### config.mk
export PLATFORM = sky130hd
export DESIGN_NAME = preemptive_priority_job_scheduler_flat
export DESIGN_NICKNAME = d
export VERILOG_FILES = /design/src/hw/rtl/ppjs_pkg.sv /design/src/hw/rtl/ppjs_req_if.sv /design/src/hw/rtl/ppjs_rsp_if.sv /design/src/hw/rtl/ppjs_ctrl.sv /design/src/hw/rtl/ppjs_dp.sv /design/src/hw/rtl/preemptive_priority_job_scheduler.sv /design/src/flat_wrapper.sv
export SDC_FILE = /design/constraint.sdc
export NUM_CORES = 2
export LEC_CHECK = 0
export ABC_AREA = 1
export BUFFER_PORTS_ARGS = -buffer_cell sky130_fd_sc_hd__buf_4
export CAP_MARGIN = 30
export CORE_ASPECT_RATIO = 1.25
export CORE_MARGIN = 5
export CORE_UTILIZATION = 28
export CTS_CLUSTER_DIAMETER = 50
export CTS_CLUSTER_SIZE = 24
export DETAILED_ROUTE_END_ITERATION = 8
export GPL_TIMING_DRIVEN = 1
export SLEW_MARGIN = 20
export SYNTH_ARGS = -nofsm -noshare
export SYNTH_HDL_FRONTEND = slang
export SYNTH_SLANG_ARGS = --single-unit
### constraint.sdc
create_clock -name clock -period 6.5 [get_ports clock]
set_clock_uncertainty 0.15 [all_clocks]
set_input_delay 0.975 -clock clock [delete_from_list [all_inputs] [get_ports clock]]
set_output_delay 0.975 -clock clock [all_outputs]
set_load 0.01 [all_outputs]
### src/hw/rtl/ppjs_pkg.sv
// Package for the preemptive priority job scheduler.
// Holds sizing constants and the controller/datapath command and status structs.
package ppjs_pkg;

   localparam int WAIT_DEPTH = 16;
   localparam int SLOT_W     = (WAIT_DEPTH > 1) ? $clog2(WAIT_DEPTH) : 1;

   typedef struct packed {
      logic load;      // latch a new input item
      logic finish;    // complete the running job, emit it, start a search
      logic reduce;    // running job absorbs all elapsed time
      logic step;      // examine one waiting slot
      logic dispatch;  // move the search winner to the processor
      logic place;     // settle the arriving job, or drop it
      logic flush;     // send the held result out as the item's last
   } ppjs_cmd_type;

   typedef struct packed {
      logic drain;
      logic run_valid;
      logic elapsed_zero;
      logic fin_ok;
      logic can_emit;
      logic held_valid;
      logic out_free;
      logic search_last;
   } ppjs_stat_type;

endpackage

### src/hw/rtl/ppjs_req_if.sv
// Input channel of the job scheduler: valid/ready plus one job item.
// Standalone interface, no dependencies.
interface ppjs_req_if;
   logic        valid;
   logic        ready;
   logic        req_type;
   logic [15:0] job_id;
   logic [31:0] arrival_time;
   logic [15:0] run_time;
   logic [7:0]  priority_req;

   modport source (output valid, req_type, job_id, arrival_time, run_time, priority_req,
                   input ready);
   modport sink   (input valid, req_type, job_id, arrival_time, run_time, priority_req,
                   output ready);
endinterface

### src/hw/rtl/ppjs_rsp_if.sv
// Result channel of the job scheduler: valid/ready plus one completion item.
// Standalone interface, no dependencies.
interface ppjs_rsp_if;
   logic        valid;
   logic        ready;
   logic [15:0] done_id;
   logic [31:0] finish_time;
   logic        last;
   logic        dropped;

   modport source (output valid, done_id, finish_time, last, dropped, input ready);
   modport sink   (input valid, done_id, finish_time, last, dropped, output ready);
endinterface

### src/hw/rtl/ppjs_ctrl.sv
// Scheduler controller: one-hot sequencer issuing datapath commands.
// Depends on ppjs_pkg.
module ppjs_ctrl (
   input  logic                   clock,
   input  logic                   reset,
   input  logic                   req_valid,
   output logic                   req_ready,
   input  ppjs_pkg::ppjs_stat_type st,
   output ppjs_pkg::ppjs_cmd_type  cmd
);
   import ppjs_pkg::*;

   typedef enum logic [5:0] {
      S_IDLE   = 6'b000001,
      S_LOOP   = 6'b000010,
      S_SEARCH = 6'b000100,
      S_DISP   = 6'b001000,
      S_PLACE  = 6'b010000,
      S_FLUSH  = 6'b100000
   } state_type;

   state_type state_ff, state_in;

   always_comb begin
      state_in  = state_ff;
      cmd       = '0;
      req_ready = 1'b0;
      case (state_ff)
         S_IDLE: begin
            req_ready = !reset;
            if (req_valid && !reset) begin
               cmd.load = 1'b1;
               state_in = S_LOOP;
            end
         end
         S_LOOP: begin
            if (st.run_valid && (st.drain || !st.elapsed_zero)) begin
               if (!st.fin_ok) begin
                  cmd.reduce = 1'b1;
               end else if (st.can_emit) begin
                  cmd.finish = 1'b1;
                  state_in   = S_SEARCH;
               end
            end else if (st.drain) begin
               state_in = S_FLUSH;
            end else begin
               state_in = S_PLACE;
            end
         end
         S_SEARCH: begin
            cmd.step = 1'b1;
            if (st.search_last) state_in = S_DISP;
         end
         S_DISP: begin
            cmd.dispatch = 1'b1;
            state_in     = S_LOOP;
         end
         S_PLACE: begin
            if (st.can_emit) begin
               cmd.place = 1'b1;
               state_in  = S_FLUSH;
            end
         end
         S_FLUSH: begin
            if (!st.held_valid) begin
               state_in = S_IDLE;
            end else if (st.out_free) begin
               cmd.flush = 1'b1;
               state_in  = S_IDLE;
            end
         end
         default: state_in = S_IDLE;
      endcase
   end

   always_ff @(posedge clock) begin
      if (reset) state_ff <= S_IDLE;
      else       state_ff <= state_in;
   end

endmodule

### src/hw/rtl/ppjs_dp.sv
// Scheduler datapath: time, running job, waiting slots, search and result staging.
// Depends on ppjs_pkg, ppjs_req_if, ppjs_rsp_if.
module ppjs_dp (
   input  logic                   clock,
   input  logic                   reset,
   ppjs_req_if.sink               req_if,
   ppjs_rsp_if.source             rsp_if,
   input  ppjs_pkg::ppjs_cmd_type  cmd,
   output ppjs_pkg::ppjs_stat_type st
);
   import ppjs_pkg::*;

   // latched item
   logic        drain_ff;
   logic [15:0] in_id_ff, in_run_ff;
   logic [31:0] in_arr_ff, target_ff, elapsed_ff;
   logic [7:0]  in_pri_ff;

   logic [31:0] now_ff;
   logic        run_valid_ff;
   logic [15:0] run_id_ff, run_rem_ff;
   logic [7:0]  run_pri_ff;
   logic [31:0] run_arr_ff;

   logic [WAIT_DEPTH-1:0] wait_valid_ff;
   logic [15:0] wait_id_ff  [WAIT_DEPTH];
   logic [15:0] wait_rem_ff [WAIT_DEPTH];
   logic [7:0]  wait_pri_ff [WAIT_DEPTH];
   logic [31:0] wait_arr_ff [WAIT_DEPTH];

   // search
   logic [SLOT_W-1:0] idx_ff, best_ff;
   logic              best_valid_ff;
   logic [15:0]       best_id_ff, best_rem_ff;
   logic [7:0]        best_pri_ff;
   logic [31:0]       best_arr_ff;

   // result staging: held result waits until we know whether it is the last
   logic        held_valid_ff;
   logic [15:0] held_id_ff;
   logic [31:0] held_time_ff;
   logic        held_drop_ff;
   logic        out_valid_ff;
   logic [15:0] out_id_ff;
   logic [31:0] out_time_ff;
   logic        out_last_ff, out_drop_ff;

   logic              out_free, full, cand_better, emit;
   logic [SLOT_W-1:0] free_slot;
   logic [15:0]       emit_id;
   logic [31:0]       emit_time, fin_time, elapsed_in;
   logic              emit_drop;

   assign out_free = !out_valid_ff || rsp_if.ready;
   assign fin_time = now_ff + {16'd0, run_rem_ff};

   always_comb begin
      free_slot = '0;
      full      = 1'b1;
      for (int i = WAIT_DEPTH - 1; i >= 0; i--) begin
         if (!wait_valid_ff[i]) begin
            free_slot = SLOT_W'(i);
            full      = 1'b0;
         end
      end
   end

   always_comb begin
      if (wait_pri_ff[idx_ff] != best_pri_ff)
         cand_better = wait_pri_ff[idx_ff] > best_pri_ff;
      else if (wait_arr_ff[idx_ff] != best_arr_ff)
         cand_better = wait_arr_ff[idx_ff] < best_arr_ff;
      else
         cand_better = wait_id_ff[idx_ff] < best_id_ff;
   end

   assign elapsed_in = (req_if.arrival_time > now_ff) ? req_if.arrival_time - now_ff : 32'd0;

   always_comb begin
      emit      = cmd.finish || (cmd.place && run_valid_ff && full);
      emit_id   = cmd.finish ? run_id_ff : 16'd0;
      emit_time = cmd.finish ? fin_time  : 32'd0;
      emit_drop = !cmd.finish;
   end

   always_comb begin
      st.drain        = drain_ff;
      st.run_valid    = run_valid_ff;
      st.elapsed_zero = (elapsed_ff == 32'd0);
      st.fin_ok       = drain_ff || ({16'd0, run_rem_ff} <= elapsed_ff);
      st.can_emit     = !held_valid_ff || out_free;
      st.held_valid   = held_valid_ff;
      st.out_free     = out_free;
      st.search_last  = (idx_ff == SLOT_W'(WAIT_DEPTH - 1));
   end

   always_ff @(posedge clock) begin
      if (cmd.load) begin
         drain_ff   <= req_if.req_type;
         in_id_ff   <= req_if.job_id;
         in_arr_ff  <= req_if.arrival_time;
         in_run_ff  <= (req_if.run_time == 16'd0) ? 16'd1 : req_if.run_time;
         in_pri_ff  <= req_if.priority_req;
         elapsed_ff <= elapsed_in;
         target_ff  <= now_ff + elapsed_in;
      end else if (cmd.finish) begin
         elapsed_ff <= drain_ff ? elapsed_ff : elapsed_ff - {16'd0, run_rem_ff};
      end else if (cmd.reduce) begin
         elapsed_ff <= 32'd0;
      end
      if (cmd.step && wait_valid_ff[idx_ff] && (!best_valid_ff || cand_better)) begin
         best_ff     <= idx_ff;
         best_id_ff  <= wait_id_ff[idx_ff];
         best_rem_ff <= wait_rem_ff[idx_ff];
         best_pri_ff <= wait_pri_ff[idx_ff];
         best_arr_ff <= wait_arr_ff[idx_ff];
      end
      if (cmd.place && run_valid_ff && !full) begin
         if (in_pri_ff > run_pri_ff) begin
            wait_id_ff[free_slot]  <= run_id_ff;
            wait_rem_ff[free_slot] <= run_rem_ff;
            wait_pri_ff[free_slot] <= run_pri_ff;
            wait_arr_ff[free_slot] <= run_arr_ff;
         end else begin
            wait_id_ff[free_slot]  <= in_id_ff;
            wait_rem_ff[free_slot] <= in_run_ff;
            wait_pri_ff[free_slot] <= in_pri_ff;
            wait_arr_ff[free_slot] <= in_arr_ff;
         end
      end
      if (emit) begin
         held_id_ff   <= emit_id;
         held_time_ff <= emit_time;
         held_drop_ff <= emit_drop;
      end
      if (emit && held_valid_ff) begin
         out_id_ff   <= held_id_ff;
         out_time_ff <= held_time_ff;
         out_drop_ff <= held_drop_ff;
         out_last_ff <= 1'b0;
      end else if (cmd.flush) begin
         out_id_ff   <= held_id_ff;
         out_time_ff <= held_time_ff;
         out_drop_ff <= held_drop_ff;
         out_last_ff <= 1'b1;
      end
   end

   always_ff @(posedge clock) begin
      if (reset) begin
         now_ff        <= '0;
         run_valid_ff  <= 1'b0;
         run_id_ff     <= '0;
         run_rem_ff    <= '0;
         run_pri_ff    <= '0;
         run_arr_ff    <= '0;
         wait_valid_ff <= '0;
         idx_ff        <= '0;
         best_valid_ff <= 1'b0;
         held_valid_ff <= 1'b0;
         out_valid_ff  <= 1'b0;
      end else begin
         if (cmd.finish) begin
            now_ff        <= fin_time;
            idx_ff        <= '0;
            best_valid_ff <= 1'b0;
         end
         if (cmd.reduce) run_rem_ff <= run_rem_ff - elapsed_ff[15:0];
         if (cmd.step) begin
            idx_ff <= idx_ff + SLOT_W'(1);
            if (wait_valid_ff[idx_ff]) best_valid_ff <= 1'b1;
         end
         if (cmd.dispatch) begin
            run_valid_ff <= best_valid_ff;
            if (best_valid_ff) begin
               run_id_ff              <= best_id_ff;
               run_rem_ff             <= best_rem_ff;
               run_pri_ff             <= best_pri_ff;
               run_arr_ff             <= best_arr_ff;
               wait_valid_ff[best_ff] <= 1'b0;
            end
         end
         if (cmd.place) begin
            now_ff <= target_ff;
            if (!run_valid_ff || (!full && in_pri_ff > run_pri_ff)) begin
               run_valid_ff <= 1'b1;
               run_id_ff    <= in_id_ff;
               run_rem_ff   <= in_run_ff;
               run_pri_ff   <= in_pri_ff;
               run_arr_ff   <= in_arr_ff;
            end
            if (run_valid_ff && !full) wait_valid_ff[free_slot] <= 1'b1;
         end
         if (emit)            held_valid_ff <= 1'b1;
         else if (cmd.flush)  held_valid_ff <= 1'b0;
         if ((emit && held_valid_ff) || cmd.flush) out_valid_ff <= 1'b1;
         else if (rsp_if.ready)                    out_valid_ff <= 1'b0;
      end
   end

   assign rsp_if.valid       = out_valid_ff;
   assign rsp_if.done_id     = out_id_ff;
   assign rsp_if.finish_time = out_time_ff;
   assign rsp_if.last        = out_last_ff;
   assign rsp_if.dropped     = out_drop_ff;

   a_emit_room: assert property (@(posedge clock) disable iff (reset)
      (emit && held_valid_ff) |-> out_free) else $error("result overwritten");
   a_idle_empty: assert property (@(posedge clock) disable iff (reset)
      !run_valid_ff |-> (wait_valid_ff == '0)) else $error("jobs wait on idle processor");
   a_reduce_fit: assert property (@(posedge clock) disable iff (reset)
      cmd.reduce |-> (elapsed_ff < {16'd0, run_rem_ff})) else $error("bad reduce");
   a_flush_last: assert property (@(posedge clock) disable iff (reset)
      cmd.flush |=> (out_valid_ff && out_last_ff && !held_valid_ff))
      else $error("flush lost");

endmodule

### src/hw/rtl/preemptive_priority_job_scheduler.sv
// Top level of the preemptive priority job scheduler.
// Depends on ppjs_pkg, ppjs_req_if, ppjs_rsp_if, ppjs_ctrl, ppjs_dp.
//
// Usage:
//  req_if carries one item: a job arrival (req_type 0) or a drain (req_type 1).
//  rsp_if carries completions (done_id, finish_time) and drop notices; the
//  last result caused by an item has last set. An item causing no result
//  produces nothing on rsp_if.
//  One item is worked at a time; req_if.ready is high only while idle.
//  A running job that cannot finish within the elapsed time absorbs it; each
//  completion is followed by a one-slot-per-cycle search over the waiting
//  slots to pick the next job (priority, then arrival, then id).
//  Results pass through a holding register and an output register, so the
//  block keeps working while a result waits; when the receiver stalls with
//  both full, the sequencer waits until rsp_if.ready frees a stage.
//  Reset (synchronous, active high) clears time, the running job and all
//  waiting slots at once; no clearing pass is needed. req_if.ready stays low
//  while reset is high.
module preemptive_priority_job_scheduler (
   input logic        clock,
   input logic        reset,
   ppjs_req_if.sink   req_if,
   ppjs_rsp_if.source rsp_if
);
   import ppjs_pkg::*;

   ppjs_cmd_type  cmd;
   ppjs_stat_type st;

   // sequencer
   ppjs_ctrl u_ctrl (
      .clock     (clock),
      .reset     (reset),
      .req_valid (req_if.valid),
      .req_ready (req_if.ready),
      .st        (st),
      .cmd       (cmd)
   );

   // state, search and result staging
   ppjs_dp u_dp (
      .clock  (clock),
      .reset  (reset),
      .req_if (req_if),
      .rsp_if (rsp_if),
      .cmd    (cmd),
      .st     (st)
   );

endmodule
### src/flat_wrapper.sv
// flat-port wrapper written by rule: the top's interface ports become plain ports
module preemptive_priority_job_scheduler_flat import ppjs_pkg::*;
  (clock, reset, req_if_valid, req_if_req_type, req_if_job_id, req_if_arrival_time, req_if_run_time, req_if_priority_req, req_if_ready, rsp_if_valid, rsp_if_done_id, rsp_if_finish_time, rsp_if_last, rsp_if_dropped, rsp_if_ready);
  ppjs_req_if req_if_i ();
  ppjs_rsp_if rsp_if_i ();
  input logic clock;
  input logic reset;
  input wire logic [$bits(req_if_i.valid)-1:0] req_if_valid;
  input wire logic [$bits(req_if_i.req_type)-1:0] req_if_req_type;
  input wire logic [$bits(req_if_i.job_id)-1:0] req_if_job_id;
  input wire logic [$bits(req_if_i.arrival_time)-1:0] req_if_arrival_time;
  input wire logic [$bits(req_if_i.run_time)-1:0] req_if_run_time;
  input wire logic [$bits(req_if_i.priority_req)-1:0] req_if_priority_req;
  output wire logic [$bits(req_if_i.ready)-1:0] req_if_ready;
  output wire logic [$bits(rsp_if_i.valid)-1:0] rsp_if_valid;
  output wire logic [$bits(rsp_if_i.done_id)-1:0] rsp_if_done_id;
  output wire logic [$bits(rsp_if_i.finish_time)-1:0] rsp_if_finish_time;
  output wire logic [$bits(rsp_if_i.last)-1:0] rsp_if_last;
  output wire logic [$bits(rsp_if_i.dropped)-1:0] rsp_if_dropped;
  input wire logic [$bits(rsp_if_i.ready)-1:0] rsp_if_ready;
  assign req_if_i.valid = req_if_valid;
  assign req_if_i.req_type = req_if_req_type;
  assign req_if_i.job_id = req_if_job_id;
  assign req_if_i.arrival_time = req_if_arrival_time;
  assign req_if_i.run_time = req_if_run_time;
  assign req_if_i.priority_req = req_if_priority_req;
  assign req_if_ready = req_if_i.ready;
  assign rsp_if_valid = rsp_if_i.valid;
  assign rsp_if_done_id = rsp_if_i.done_id;
  assign rsp_if_finish_time = rsp_if_i.finish_time;
  assign rsp_if_last = rsp_if_i.last;
  assign rsp_if_dropped = rsp_if_i.dropped;
  assign rsp_if_i.ready = rsp_if_ready;
  preemptive_priority_job_scheduler u_core (.clock(clock), .reset(reset), .req_if(req_if_i), .rsp_if(rsp_if_i));
endmodule
# Word-level counts from Yosys, hierarchy flattened
# Memory sizes are Yosys's and may differ from the RTL's. A register that Yosys moved wholly into a read port is not among the register bits.
# Cells that the tools add are included.
[word_totals]
regBits = 430
latchBits = 0
ramBits = 1152
rom_bits = 0
in_bits = 77
output_inout_bits = 52
elab_cells = 239
memories = 4
[memory_table]
columns = ["memory", "words", "width", "read_ports", "rd_ports_with_merged_regs", "wr", "line", "rtl"]
rows = [
  ["u_core.u_dp.wait_arr_ff", 16, 32, 1, 1, 1, "ppjs_dp.sv:29", "logic [31:0] wait_arr_ff [WAIT_DEPTH];"],
  ["u_core.u_dp.wait_id_ff", 16, 16, 1, 1, 1, "ppjs_dp.sv:26", "logic [15:0] wait_id_ff [WAIT_DEPTH];"],
  ["u_core.u_dp.wait_rem_ff", 16, 16, 1, 1, 1, "ppjs_dp.sv:27", "logic [15:0] wait_rem_ff [WAIT_DEPTH];"],
  ["u_core.u_dp.wait_pri_ff", 16, 8, 1, 1, 1, "ppjs_dp.sv:28", "logic [7:0] wait_pri_ff [WAIT_DEPTH];"],
]
[op_classes]
addsub = 6
mul = 0
div_mod_pow = 0
magnitude_cmp = 11
n_eq_ne = 16
n_shift = 0
mux = 127
bitwise_logic = 7
n_reduce_logical = 38
[ops]
columns = ["operator", "n"]
rows = [
  ["two-way mux 32 bit", 14],
  ["two-way mux 16 bit", 18],
  ["two-way mux 4 bit", 24],
  ["two-way mux 6 bit", 9],
  ["two-way mux 1 bit", 51],
  ["two-way mux 8 bit", 5],
  ["one-hot mux 6 bit (6 select lines)", 1],
  ["adder 32 x 16 -> 32 bit", 1],
  ["adder 32 bit", 1],
  ["greater-than comparator 32 bit", 1],
  ["<= comparator 16 x 32 -> 1 bit", 1],
  ["logical NOT 32 bit", 1],
  ["less-than comparator 32 bit", 1],
  ["!= test 32 bit", 1],
  ["subtractor 32 x 16 -> 32 bit", 1],
  ["subtractor 32 bit", 1],
  ["bitwise AND 16 bit", 1],
  ["greater-than comparator 8 bit", 2],
  ["logical NOT 16 bit", 1],
  ["less-than comparator 16 bit", 1],
  ["inverter 16 bit", 1],
  ["bitwise OR 16 bit", 1],
  ["subtractor 16 bit", 1],
  ["less-than comparator 4 x 5 -> 1 bit, second input constant", 3],
  ["other kinds (25)", 63],
]

# Logic depth before layout (Yosys ltp)
[depth]
ltp_word = 23
depth_mapped = 28
depth_no_buf = 28

# Least setup slack after synthesis
# OpenSTA, ideal clock, no wires.
[synth_timing]
path_kind = "flip-flop to flip-flop"
start = "register (tool-made name)"
end = "register u_core.u_dp.best_arr_ff[0], read port of u_core.u_dp.wait_arr_ff (enable)"
setup_ns = 0.536
t_arrival_ns = 6.429
required_ns = 5.814
setup_slack_ns = -0.615
path_stages_with_launch = 20
n_path_buf = 4
period_less_slack_ns = 7.115
path_cell_list = "dfxtp_1 > buf_2 > clkbuf_1 > clkbuf_1 > clkbuf_1 > nor2_1 > o221ai_1 > o211ai_1 > nand2_1 > ha_1 > nand2_1 > nor2_1 > nand4_1 > nor4_1 > nand3_1 > nor2_1 > nand2_1 > nand2_1 > nand2_1 > a21oi_1"
[synth_lines]
columns = ["item", "line", "rtl"]
rows = [
  ["to (decl)", "ppjs_dp.sv:36", "logic [31:0] best_arr_ff;"],
]

==> summary.md <==
| Metric | Value |
|---|---|
| DRT Wirelength | about 220 mm |
| Worst slew pin tran | ~1.0 ns |
| R2r setup slk | around 1.1 ns |
| Worst Hold End | u_core.u_dp.in_id_ff[1]$_DFFE_PP_ |
| DIE AREA | between 200000 and 300000 sq um |
| Fin util | 0.321 |
| Die Width | 458 microns |
| Worst-Skew Late Latency | a little under 0.8 ns |
| DP Cell Count | ~9.4k |
| Min Clock Period, post-route | 5.42 ns |
| Final setup fails | 0 |
| Crit Path Class | register to register |
| Top FF cell, synth | edfxtp_1 |
| Sequential share of the synthesized area | 0.664 |
| PortBufs | between 100 and 150 |
| Worst setup EP type | register |
| Synthesis Warnings | 0 |
| EDFF count, synth | between 1k and 1.5k |
| Sink Count | 1602 |
| Post-synthesis area per instance | between 10 and 15 sq um |
| Final Max Tran Viols | 0 |
| Synth cell types | just under 70 |
| Met1 WL | a little under 90 mm |
| Layout cells sized above 1 | 0.0969 |
| RSZ-0062 raised after global routing | no |
| Final Hold Vio Count | 0 |
| Clock buffer depth | 3 |
| Via density | approximately 5 |
| DRC viols | 0 |
| Multi-input gate area | 20300 sq um |
| Initial Utilization | 0.281 |
| Worst vdd ir | roughly 0.26 mV |
| Core Footprint | approximately 250000 sq um |
| Met2 WL | approximately 110 mm |
| TritonCTS buffer count | 117 |
| Vias in the first global route | 47.4k |
| Pin count of the biggest net entering global routing | ~180 |
| Hold_buf cts | 0 |
| Commonest cells after routing, fill and taps aside | 1463 x edfxtp_1, 800 x o21ai_0, 690 x nor2_1 |
| Drt first-iter violations | roughly 4.8k |
| Type of the worst min-delay path | input port to register |
| Fill cells | 25.0k |
| Startpoint class of the critical path | register |
| Max frequency | roughly 180 MHz |
| H-Tree Depth | 3 |
| Top Ports | 129 |
| Hold path depth | 1 |
| Crit path max fanout | roughly 180 |
| Syn Nets | 6391 |
| Initial antenna violation count | 6 |
| Register area | 46700 sq um |
| Cell count after synthesis | between 6k and 7k |
| Slew Limit Headroom | 0.336 |
| RR Endpoint | u_core.u_dp.best_arr_ff[17]$_DFFE_PP_ |
| DRT antenna net count | 0 |
| Data required, critical path | roughly 6.8 ns |
| Root Driver | clkbuf_16 |
| Status | finished, final reports clean |
| First-pass GRT wire length | about 310 mm |
| Top Layer Used | met5 |
| Ys async rst share | 0 |
| Row count | 205 |
| Max cap viols | 0 |
| Hold Startpoint | req_if_job_id[1] |
| Final nets | between 6k and 7k |
| DRT Pass-1 Iters | 7 |
| Overall Global Routing Usage | 0.158 |
| Worst-path clk slew | 0.09 ns |
| Diodes inserted | 0 |
| Final Non-Filler Cells | approximately 9.6k |
| Met3 routed WL | roughly 13 mm |
| CTS resizes | 0 |
| Post-CTS setup buffers | 0 |
| Fin Setup TNS | 0 ns |
| DR vias | 48.7k |
| Most common cell after layout, fill and taps aside | edfxtp_1 |
| Fin crit share | 0.834 |
| Pwr dens | between 200 and 300 nW/um^2 |
| Reg2reg path depth | 17 |
| Post-DP HPWL | about 130 mm |
| Critical Path AT | between 5 and 6 ns |
| Die Span Y | 570 microns |
| GRT overflow | 0 |
| Routed WL per cell | about 22 microns |
| Cell area after synthesis | 70300 sq um |
| Fin worst setup slack | 1.08 ns |
| Register bit total from synthesis | 1602 |
| TritonCTS clock tree | built |
| Layout area overhead | 13.9% |
| GPL Wtd Cong | 0.941 |
| Pleak | between 20 and 30 nW |
| Setup WS pre-CTS | about 1.0 ns |
[per-stage QoR]
| stage | hold slack [ns] | area (sq um) | power (mW) |
|---|---|---|---|
| after global placement | 0.251 | 75500 | 13.8 |
| after floorplan | 0.250 | 70300 | 13.1 |
| after global routing | 0.178 | 80100 | 22.3 |
| after CTS | 0.147 | 79900 | 21.7 |
| after detailed placement | 0.255 | 75600 | 13.8 |
| final | 0.210 | 80100 | 21.6 |
[kinds of logic after synthesis]
| family | count (synthesis) | synth area share |
|---|---|---|
| AO/OA/AOI/OAI | 1680 | 0.138 |
| AND/OR/NAND/NOR | 1659 | 0.0970 |
| flip-flops | 1602 | 0.664 |
| buffers and inverters | 859 | 0.0476 |
| adder cells (fa/ha/maj) | 178 | 0.0322 |
| XOR/XNOR | 90 | 0.0112 |
| multiplexers | 68 | 0.00968 |
[critical path, cell delays in order (launching register included)]
cell and delay (ns):
dfxtp_4 0.40, buf_12 0.57, buf_4 0.45, o21ai_0 0.15, o221ai_1 0.26, nand3_1 0.11
nand2_1 0.15, ha_1 0.27, nand2_1 0.13, nor2_1 0.08, a211oi_1 0.29, o221ai_1 0.50
nor2_1 0.22, nand2_1 0.07, nand2_1 0.23, nand2_1 0.15, a21oi_4 0.19, buf_12 0.39
[power breakdown]
part           leakage, nW  switching (mW)  internal, mW
clock network         2.06            4.14          3.88
logic                 11.2            1.29         0.534
registers             13.7           0.178          11.6
total                 27.0            5.61          16.0
[sequential cells by signal, summed over array words and instances (netlist names), 32 cells and up, named ones only]
register and count:
u_core.u_dp.target_ff 32, u_core.u_dp.best_arr_ff 32, u_core.u_dp.rsp_if.finish_time 32, u_core.u_dp.wait_rem_ff 256
u_core.u_dp.held_time_ff 32, u_core.u_dp.in_arr_ff 32, u_core.u_dp.wait_arr_ff 512, u_core.u_dp.run_arr_ff 32
u_core.u_dp.wait_pri_ff 128, u_core.u_dp.elapsed_ff 32, u_core.u_dp.now_ff 32, u_core.u_dp.wait_id_ff 256
[Yosys cell counts, types with 70 or more instances]
library cell	number	area share
o221ai_1	171	0.021
edfxtp_1	1463	0.62
inv_1	510	0.027
a21oi_1	349	0.025
nand2_1	674	0.036
o21ai_0	800	0.057
nor2_1	690	0.037
o22ai_1	73	0.0065
dfxtp_1	139	0.040
o21ai_1	70	0.0050
clkbuf_1	277	0.015
nand3_1	157	0.011
o211ai_1	124	0.013
ha_1	173	0.031
[layer usage]
metal,track usage,vias up
li1,-,22200
met1,0.199,24300
met2,0.278,1757
met3,0.0192,384
met4,0.0626,4
met5,0,-
[how the worst max path moves through the flow]
stage,startpoint,end,slack (ns),depth (start not counted)
floorplan,register,u_core.u_dp.best_arr_ff[0]$_DFFE_PP_,0.95,19
global placement,req_if_arrival_time[0],u_core.u_dp.target_ff[26]$_DFFE_PP_,1.03,26
detailed placement,req_if_arrival_time[0],u_core.u_dp.target_ff[26]$_DFFE_PP_,1.0,26
CTS,register,u_core.u_dp.best_arr_ff[17]$_DFFE_PP_,1.20,17
global route,register,u_core.u_dp.best_arr_ff[12]$_DFFE_PP_,1.00,17
finish,register,u_core.u_dp.best_arr_ff[17]$_DFFE_PP_,1.08,17
[cell type report]
cell class,instances,share of cell area
multi-input cells,3675,0.254
clock buffers,127,0.0378
clock inverters,97,0.0158
repair buffers,287,0.0321
well taps,3312,0.0517
inverters,520,0.0252
flip-flops and latches,1602,0.584
No activity file was read; power rests on OpenSTA's default activity.
